==> src/rtl/sha_pkg.sv <==
// -----------------------------------------------------------------------------
// sha_pkg
// constants and helpers shared by the sha-256 stream hasher
// -----------------------------------------------------------------------------
`default_nettype none
package sha_pkg;
   localparam int unsigned BlockBytes = 64;
   localparam int unsigned ByteAw     = 6;
   localparam int unsigned Rounds     = 64;

   typedef logic [31:0] word_type;

   typedef enum logic [0:0] {
      CMD_ABSORB = 1'b0,
      CMD_FINISH = 1'b1
   } cmd_type;

   function automatic word_type round_k(input logic [5:0] r);
      word_type k;
      begin
         case (r)
            6'd0:  k = 32'h428a2f98; 6'd1:  k = 32'h71374491; 6'd2:  k = 32'hb5c0fbcf;
            6'd3:  k = 32'he9b5dba5; 6'd4:  k = 32'h3956c25b; 6'd5:  k = 32'h59f111f1;
            6'd6:  k = 32'h923f82a4; 6'd7:  k = 32'hab1c5ed5; 6'd8:  k = 32'hd807aa98;
            6'd9:  k = 32'h12835b01; 6'd10: k = 32'h243185be; 6'd11: k = 32'h550c7dc3;
            6'd12: k = 32'h72be5d74; 6'd13: k = 32'h80deb1fe; 6'd14: k = 32'h9bdc06a7;
            6'd15: k = 32'hc19bf174; 6'd16: k = 32'he49b69c1; 6'd17: k = 32'hefbe4786;
            6'd18: k = 32'h0fc19dc6; 6'd19: k = 32'h240ca1cc; 6'd20: k = 32'h2de92c6f;
            6'd21: k = 32'h4a7484aa; 6'd22: k = 32'h5cb0a9dc; 6'd23: k = 32'h76f988da;
            6'd24: k = 32'h983e5152; 6'd25: k = 32'ha831c66d; 6'd26: k = 32'hb00327c8;
            6'd27: k = 32'hbf597fc7; 6'd28: k = 32'hc6e00bf3; 6'd29: k = 32'hd5a79147;
            6'd30: k = 32'h06ca6351; 6'd31: k = 32'h14292967; 6'd32: k = 32'h27b70a85;
            6'd33: k = 32'h2e1b2138; 6'd34: k = 32'h4d2c6dfc; 6'd35: k = 32'h53380d13;
            6'd36: k = 32'h650a7354; 6'd37: k = 32'h766a0abb; 6'd38: k = 32'h81c2c92e;
            6'd39: k = 32'h92722c85; 6'd40: k = 32'ha2bfe8a1; 6'd41: k = 32'ha81a664b;
            6'd42: k = 32'hc24b8b70; 6'd43: k = 32'hc76c51a3; 6'd44: k = 32'hd192e819;
            6'd45: k = 32'hd6990624; 6'd46: k = 32'hf40e3585; 6'd47: k = 32'h106aa070;
            6'd48: k = 32'h19a4c116; 6'd49: k = 32'h1e376c08; 6'd50: k = 32'h2748774c;
            6'd51: k = 32'h34b0bcb5; 6'd52: k = 32'h391c0cb3; 6'd53: k = 32'h4ed8aa4a;
            6'd54: k = 32'h5b9cca4f; 6'd55: k = 32'h682e6ff3; 6'd56: k = 32'h748f82ee;
            6'd57: k = 32'h78a5636f; 6'd58: k = 32'h84c87814; 6'd59: k = 32'h8cc70208;
            6'd60: k = 32'h90befffa; 6'd61: k = 32'ha4506ceb; 6'd62: k = 32'hbef9a3f7;
            default: k = 32'hc67178f2;
         endcase
         return k;
      end
   endfunction

   function automatic word_type init_word(input logic [2:0] i);
      word_type h;
      begin
         case (i)
            3'd0: h = 32'h6a09e667; 3'd1: h = 32'hbb67ae85;
            3'd2: h = 32'h3c6ef372; 3'd3: h = 32'ha54ff53a;
            3'd4: h = 32'h510e527f; 3'd5: h = 32'h9b05688c;
            3'd6: h = 32'h1f83d9ab; default: h = 32'h5be0cd19;
         endcase
         return h;
      end
   endfunction
endpackage
`default_nettype wire

==> src/rtl/sha_ram.sv <==
// -----------------------------------------------------------------------------
// sha_ram
// generic single-port-write, single-port-read ram with registered read
// -----------------------------------------------------------------------------
`default_nettype none
module sha_ram #(
   parameter int unsigned Width = 8,
   parameter int unsigned Depth = 64
) (
   input  wire logic                     clock,
   input  wire logic                     wr_en,
   input  wire logic [$clog2(Depth)-1:0] wr_addr,
   input  wire logic [Width-1:0]         wr_data,
   input  wire logic [$clog2(Depth)-1:0] rd_addr,
   output logic      [Width-1:0]         rd_data
);
   logic [Width-1:0] mem [Depth];

   // write port and registered read
   always_ff @(posedge clock) begin
      if (wr_en) begin
         mem[wr_addr] <= wr_data;
      end
      rd_data <= mem[rd_addr];
   end
endmodule
`default_nettype wire

==> src/rtl/sha_round.sv <==
// -----------------------------------------------------------------------------
// sha_round
// one sha-256 round and one message schedule step, combinational
// -----------------------------------------------------------------------------
`default_nettype none
module sha_round (
   input  wire logic [7:0][31:0] v_in,
   input  wire logic [31:0]      w_cur,
   input  wire logic [31:0]      k_cur,
   input  wire logic [15:0][31:0] win,
   output logic      [7:0][31:0] v_out,
   output logic      [31:0]      w_next
);
   import sha_pkg::*;

   function automatic word_type ror(input word_type x, input int unsigned n);
      return (x >> n) | (x << (32 - n));
   endfunction

   word_type big0, big1, ch, maj, t1, t2, s0, s1;

   // compression round
   always_comb begin
      big1 = ror(v_in[4], 6) ^ ror(v_in[4], 11) ^ ror(v_in[4], 25);
      ch   = (v_in[4] & v_in[5]) ^ (~v_in[4] & v_in[6]);
      t1   = v_in[7] + big1 + ch + k_cur + w_cur;
      big0 = ror(v_in[0], 2) ^ ror(v_in[0], 13) ^ ror(v_in[0], 22);
      maj  = (v_in[0] & v_in[1]) ^ (v_in[0] & v_in[2]) ^ (v_in[1] & v_in[2]);
      t2   = big0 + maj;
      v_out[7] = v_in[6];
      v_out[6] = v_in[5];
      v_out[5] = v_in[4];
      v_out[4] = v_in[3] + t1;
      v_out[3] = v_in[2];
      v_out[2] = v_in[1];
      v_out[1] = v_in[0];
      v_out[0] = t1 + t2;
   end

   // schedule word sixteen ahead: win[0] is w[r], win[15] is w[r+15]
   always_comb begin
      s0 = ror(win[1], 7) ^ ror(win[1], 18) ^ (win[1] >> 3);
      s1 = ror(win[14], 17) ^ ror(win[14], 19) ^ (win[14] >> 10);
      w_next = s1 + win[9] + s0 + win[0];
   end
endmodule
`default_nettype wire

==> src/rtl/sha256_byte_stream_hasher.sv <==
// -----------------------------------------------------------------------------
// sha256_byte_stream_hasher
// streaming sha-256: message bytes in, eight digest words out
// -----------------------------------------------------------------------------
// usage:
//   req channel: req_command absorb (0) with req_data_byte, or finish (1).
//   rsp channel: eight beats per finish, rsp_word_index 0..7, rsp_last_word on 7.
//   absorb bytes are written to the byte ram; the 64th byte of a block starts
//   the loader (reading the byte ram, one byte a cycle, into the schedule
//   window), then the rounds of the single round unit and the chaining add.
//   a finish writes the pad bytes one per cycle into the byte ram, runs one
//   or two blocks and then emits the digest words, one per cycle while
//   rsp_ready is high.
//   req_ready is low while padding, while a block is loaded or compressed
//   and while the digest drains.
//   a stalled receiver simply holds the rsp beat; nothing is lost.
//   reset (synchronous) restores the initial hash value and empties the
//   block; the byte ram needs no clearing since unwritten bytes are never read.
// -----------------------------------------------------------------------------
`default_nettype none
module sha256_byte_stream_hasher (
   input  wire logic        clock,
   input  wire logic        reset,
   input  wire logic        req_valid,
   output logic             req_ready,
   input  wire logic [0:0]  req_command,
   input  wire logic [7:0]  req_data_byte,
   output logic             rsp_valid,
   input  wire logic        rsp_ready,
   output logic [31:0]      rsp_digest_word,
   output logic [2:0]       rsp_word_index,
   output logic             rsp_last_word
);
   import sha_pkg::*;

   typedef enum logic [5:0] {
      ST_IDLE  = 6'b000001,
      ST_PAD   = 6'b000010,
      ST_LOAD  = 6'b000100,
      ST_ROUND = 6'b001000,
      ST_ADD   = 6'b010000,
      ST_OUT   = 6'b100000
   } state_type;

   state_type         state_ff, state_in;
   logic [5:0]        count_ff, count_in;      // bytes pending
   logic [63:0]       bits_ff, bits_in;        // compressed bits
   logic [63:0]       total_ff, total_in;      // length for padding
   logic              final_ff, final_in;      // compressing a finish block
   logic [5:0]        pad_ff, pad_in;          // pad write pointer
   logic [6:0]        step_ff, step_in;        // load/round counter
   logic [7:0][31:0]  chain_ff, chain_in;
   logic [7:0][31:0]  v_ff, v_in;
   logic [15:0][31:0] win_ff, win_in;
   logic [2:0]        oidx_ff, oidx_in;

   logic              wr_en;
   logic [5:0]        wr_addr, rd_addr;
   logic [7:0]        wr_data, rd_data;
   logic [7:0][31:0]  v_next;
   logic [31:0]       w_next;
   logic              rd_live_ff, rd_live_in;

   sha_ram #(.Width(8), .Depth(BlockBytes)) u_bytes (
      .clock  (clock),
      .wr_en  (wr_en),
      .wr_addr(wr_addr),
      .wr_data(wr_data),
      .rd_addr(rd_addr),
      .rd_data(rd_data)
   );

   sha_round u_round (
      .v_in  (v_ff),
      .w_cur (win_ff[0]),
      .k_cur (round_k(step_ff[5:0])),
      .win   (win_ff),
      .v_out (v_next),
      .w_next(w_next)
   );

   assign req_ready       = (state_ff == ST_IDLE);
   assign rsp_valid       = (state_ff == ST_OUT);
   assign rsp_digest_word = chain_ff[oidx_ff];
   assign rsp_word_index  = oidx_ff;
   assign rsp_last_word   = (oidx_ff == 3'd7);

   // control and datapath next state
   always_comb begin
      state_in   = state_ff;
      count_in   = count_ff;
      bits_in    = bits_ff;
      total_in   = total_ff;
      final_in   = final_ff;
      pad_in     = pad_ff;
      step_in    = step_ff;
      chain_in   = chain_ff;
      v_in       = v_ff;
      win_in     = win_ff;
      oidx_in    = oidx_ff;
      wr_en      = 1'b0;
      wr_addr    = count_ff;
      wr_data    = req_data_byte;
      rd_addr    = step_ff[5:0];
      rd_live_in = 1'b0;
      case (state_ff)
         ST_IDLE: begin
            if (req_valid) begin
               wr_en = 1'b1;
               if (req_command == CMD_ABSORB) begin
                  count_in = count_ff + 6'd1;
                  if (count_ff == 6'd63) begin
                     final_in = 1'b0;
                     step_in  = '0;
                     state_in = ST_LOAD;
                  end
               end else begin
                  wr_data  = 8'h80;
                  total_in = bits_ff + {55'd0, count_ff, 3'd0};
                  pad_in   = count_ff + 6'd1;
                  final_in = 1'b1;
                  state_in = ST_PAD;
                  if (count_ff == 6'd63) begin
                     step_in  = '0;
                     final_in = 1'b0;
                     state_in = ST_LOAD;
                  end
               end
            end
         end
         ST_PAD: begin
            // zeros then big-endian length in bytes 56..63
            wr_en   = 1'b1;
            wr_addr = pad_ff;
            if (pad_ff < 6'd56 && count_ff <= 6'd55) begin
               wr_data = 8'h00;
            end else if (count_ff > 6'd55) begin
               wr_data = 8'h00;
            end else begin
               wr_data = total_ff[8'd63 - {2'd0, pad_ff[2:0], 3'd0} -: 8];
            end
            pad_in = pad_ff + 6'd1;
            if (pad_ff == 6'd63) begin
               step_in  = '0;
               final_in = (count_ff <= 6'd55);
               state_in = ST_LOAD;
            end
         end
         ST_LOAD: begin
            // stream bytes into the window, one per cycle after ram latency;
            // a new word starts in slot 15 and earlier words move down
            rd_addr    = step_ff[5:0];
            rd_live_in = (step_ff < 7'd64);
            if (rd_live_ff) begin
               if (step_ff[1:0] == 2'd1) begin
                  win_in = {{24'd0, rd_data}, win_ff[15:1]};
               end else begin
                  win_in[15] = {win_ff[15][23:0], rd_data};
               end
            end
            step_in = step_ff + 7'd1;
            if (step_ff == 7'd64) begin
               v_in     = chain_ff;
               step_in  = '0;
               state_in = ST_ROUND;
            end
         end
         ST_ROUND: begin
            v_in    = v_next;
            win_in  = {w_next, win_ff[15:1]};
            step_in = step_ff + 7'd1;
            if (step_ff == 7'd63) begin
               state_in = ST_ADD;
            end
         end
         ST_ADD: begin
            for (int i = 0; i < 8; i++) begin
               chain_in[i] = chain_ff[i] + v_ff[i];
            end
            bits_in = bits_ff + 64'd512;
            if (final_ff) begin
               oidx_in  = '0;
               state_in = ST_OUT;
            end else begin
               state_in = ST_IDLE;
            end
            // second pad block after an overflowing finish
            if (!final_ff && count_ff != 6'd0) begin
               count_in = 6'd0;
               pad_in   = 6'd0;
               wr_en    = 1'b1;
               wr_addr  = 6'd0;
               wr_data  = 8'h00;
               state_in = ST_PAD;
            end
         end
         ST_OUT: begin
            if (rsp_ready) begin
               oidx_in = oidx_ff + 3'd1;
               if (oidx_ff == 3'd7) begin
                  for (int i = 0; i < 8; i++) begin
                     chain_in[i] = init_word(3'(i));
                  end
                  count_in = '0;
                  bits_in  = '0;
                  final_in = 1'b0;
                  pad_in   = '0;
                  state_in = ST_IDLE;
               end
            end
         end
         default: state_in = ST_IDLE;
      endcase
   end

   // registers
   always_ff @(posedge clock) begin
      if (reset) begin
         state_ff   <= ST_IDLE;
         count_ff   <= '0;
         bits_ff    <= '0;
         final_ff   <= 1'b0;
         pad_ff     <= '0;
         step_ff    <= '0;
         oidx_ff    <= '0;
         rd_live_ff <= 1'b0;
         for (int i = 0; i < 8; i++) begin
            chain_ff[i] <= init_word(3'(i));
         end
      end else begin
         state_ff   <= state_in;
         count_ff   <= count_in;
         bits_ff    <= bits_in;
         final_ff   <= final_in;
         pad_ff     <= pad_in;
         step_ff    <= step_in;
         oidx_ff    <= oidx_in;
         rd_live_ff <= rd_live_in;
         chain_ff   <= chain_in;
      end
      total_ff <= total_in;
      v_ff     <= v_in;
      win_ff   <= win_in;
   end
endmodule
`default_nettype wire

==> config.mk <==
export PLATFORM = sky130hd
export DESIGN_NAME = sha256_byte_stream_hasher
export DESIGN_NICKNAME = d
export VERILOG_FILES = /design/src/rtl/sha_pkg.sv /design/src/rtl/sha_ram.sv /design/src/rtl/sha_round.sv /design/src/rtl/sha256_byte_stream_hasher.sv
export SDC_FILE = /design/constraint.sdc
export NUM_CORES = 2
export LEC_CHECK = 0
export ABC_AREA = 1
export BUFFER_PORTS_ARGS = -buffer_cell sky130_fd_sc_hd__buf_2
export CORE_MARGIN = 1
export CORE_UTILIZATION = 35
export CTS_BUF_LIST = sky130_fd_sc_hd__clkbuf_4
export CTS_CLUSTER_DIAMETER = 30
export DETAILED_ROUTE_END_ITERATION = 8
export SLEW_MARGIN = 20
export SYNTH_ARGS = -nofsm -noshare
export SYNTH_HDL_FRONTEND = slang
export SYNTH_SLANG_ARGS = --single-unit
==> constraint.sdc <==
create_clock -name clock -period 42.3 [get_ports clock]
set_clock_uncertainty 0.05 [all_clocks]
set_input_delay 6.345 -clock clock [delete_from_list [all_inputs] [get_ports clock]]
set_output_delay 6.345 -clock clock [all_outputs]
set_load 0.01 [all_outputs]
==> results.yml <==
floorplanning:
  die_h_um: 533
  die_w_um: 533
  fp-row-count: 194
  core_sq_mm: 0.280
  die_area_sq_mm: 0.284
  io_pins: 51
  start_util: 0.352
global_routing:
  grt_use_total: 0.238
  antenna_found_initial: 10
  grt_use_met3: 0.0428
  grt_max_degree: 201
  grt_pass1_wl_um: 509000
  overflow: 0
  grt.met2_usage: 0.353
  grtUsageMet1: 0.339
  grt_pass1_vias: 77600
  top_usage_layer: "met2"
route:
  via_per_inst: 5.40
  wirelength_um: 349000
  drt_iter0_markers: 8748
  first_pass_iters: 9
  wl_per_cell_um: 22.7
  drcViolationCount: 12
  num_vias: 83000
  ant_nets: 0
clock_network:
  insertion_delay_ns: 1.37
  cts_setup_buffers: 0
  cts_tree: "done"
  cts_buffers: 483
  cts.clk_slew.worst_paths_ns: 0.07
  root_buffer: "clkbuf_4"
  h-tree-depth: 5
  cts.path.max_buffers: 4
  cts_resized: 0
  clkSinkCount: 1722
  hold_buffers: 0
place:
  dp.cells: 14500
  port_buffers: 50
  gp_congestion: 0.999
  placed_area_sq_mm: 0.102
  dp_slack_ns: 31.39
  dp_hpwl_um: 253000
final_layout:
  finalInstanceArea_sq_mm: 0.109
  fin_nets: 11900
  drive_gt1_frac: 0.0883
  seqCellArea_sq_mm: 0.0479
  stdcell_count: 15400
  area_growth_pct: 10.2
  fin_util: 0.388
  multiInputGateArea_sq_mm: 0.0443
  n_fill_cell: 28500
status:
  outcome: "finished, violations left"
  violations: "DRC"
logic_synthesis:
  synthSimpleGateAreaFrac: 0.171
  synth-adder-area-share: 0.0906
  yosysTopAreaCellShare: 0.408
  muxShareOfSynthArea: 0
  syn_inst: 11100
  synth_top_flop_cell: "edfxtp_1"
  synth_compound_area_frac: 0.151
  yosysTopAreaCell: "edfxtp_1"
  synth_top_family_by_area: "simple AND/OR/NAND/NOR gates"
  avgSynthCellArea_sq_um: 8.85
  netlist_top_cells_area: "edfxtp_1 (41%), nand2_1 (8.0%), dfxtp_1 (7.7%), o21ai_0 (5.9%), ha_1 (5.1%)"
  synthArstFlopShare: 0
  synth_commonest_cells: "nand2_1 (2101), edfxtp_1 (1341), inv_1 (1165)"
  synth_cell_type_count: 60
  yosysMostFrequentCell: "nand2_1"
  ys_ff_latch: 1722
  synth_edf_count: 1341
  syn_nets: 11700
  ys.warnings.count: 0
  synth_xor_area_frac: 0.0363
  syn-cell-area_sq_mm: 0.0986
  ys_seq_area_frac: 0.486
run:
  cap_viol_max_count: 0
sta:
  timing.hold.ws_ns: 0.295
  worst_slack_ns: 31.03
  hold_viol_final: 0
  tightest_slew_ns: 1.30
  slew_headroom: 0.132
  setup_viol: 0
  setup_tns_ns: 0
  max_freq_ghz: 0.0887
  slew_viol_final: 0
  rsz0062_at_grt: "false"
  fin_crit_ns: 11.27
  min_period_over_period: 0.266
worst_hold_path:
  hold_path.class: "register to register"
pwr:
  ir_worst_vdd_mv: 0.0411
  power.total_mw: 5.22
  p_leak_nw: 42.3
  clkPwrFrac: 0.302
  combinationalPowerShare: 0.326
  internal_power_mw: 3.25
  swShare: 0.378
  switching_power_mw: 1.97
  seqPwrFrac: 0.372
  p_per_area_mw_per_mm2: 48.1
setup_path:
  crit_family: "compound AO/OA/AOI/OAI gates"
  cp.arrival_ns: 4.88
  critPathKind: "register to primary output"
  path_cells: "inv_4 -> buf_4 -> o21ai_0 -> a21oi_1 -> a31oi_1 -> buf_2"
  crit_slowest_cell: "dfxtp_4"
  cp-end-kind: "primary output"
  worstPathMaxFanout: 67
  path_buf_inv: 3
  max_stage_delay_ns: 0.87
  worstSetupStartpointType: "register"
  worstPathRequired_ns: 35.90
power by group through the flow:
| stage | Sequential, mW | Clock [mW] | Combinational [mW] |
|---|---|---|---|
| finish | 1.94 | 1.58 | 1.70 |
| global route | 1.95 | 1.70 | 1.86 |
| CTS | 1.94 | 1.61 | 1.66 |
| detailed placement | 1.98 | 0 | 1.65 |
| global placement | 1.98 | 0 | 1.65 |
| floorplan | 1.98 | 0 | 1.06 |
placed cells by master (no fill, tap or decap), types with 84 or more instances in the layout:
cell type / netlist / routed
nor3_1: 88 / 87
xnor2_1: 186 / 185
inv_1: 1165 / 1162
o21ai_0: 1153 / 1152
xor2_1: 223 / 222
edfxtp_1: 1341 / 1341
o211ai_1: 117 / 117
clkinv_1: 9 / 108
a31oi_1: 84 / 84
nor2_1: 993 / 992
clkbuf_4: 0 / 684
a21oi_1: 940 / 940
o221ai_1: 119 / 119
ha_1: 398 / 398
dfxtp_1: 381 / 375
nand3_1: 586 / 584
nand4_1: 128 / 128
fa_1: 195 / 195
nand2_1: 2101 / 2096
cell type report:
class | instances | share of cell area
antenna | 11 | 0.000253
clock buffer | 684 | 0.0473
clock inverter | 188 | 0.0109
inverter | 1186 | 0.0412
multi-input combinational | 7734 | 0.408
sequential | 1722 | 0.441
tap | 3724 | 0.0429
timing repair buffer | 134 | 0.00846
metal layers:
layer	part of all wire	up-vias	wire length, um
met5	0.00010	-	35
met4	0.047	6	16300
met3	0.089	716	30900
met2	0.42	3849	148000
met1	0.44	39600	154000
li1	-	38800	-
worst paths after layout:
| kind | start | end | slack, ns | cells after the start |
|---|---|---|---|---|
| max | rsp_word_index[0] | rsp_digest_word[8] | 31.03 | 6 |
| min | win_ff[113] | win_ff[81] | 0.30 | 0 |
| max reg2reg | v_ff[156] | v_ff[31] | 33.70 | 28 |
| min reg2reg | win_ff[113] | win_ff[81] | 0.30 | 0 |
cells by family (layout without fill, tap and decap cells):
family          Yosys count  count (layout)
simple gates           4049            4049
compound gates         2678            2678
flops                  1722            1722
buf+inv                1684            2192
fa+ha+maj               598             598
xor+xnor                409             409
other cells               0              11
registers in the layout (all words and copies together), names as in the netlist, 8 cells and up:
name             cells
u_bytes.mem        512
win_ff             512
chain_ff           256
v_ff               256
total_ff            61
bits_ff             55
u_round.k_cur       32
u_bytes.rd_data      8
No activity file was read; power rests on OpenSTA's default activity.
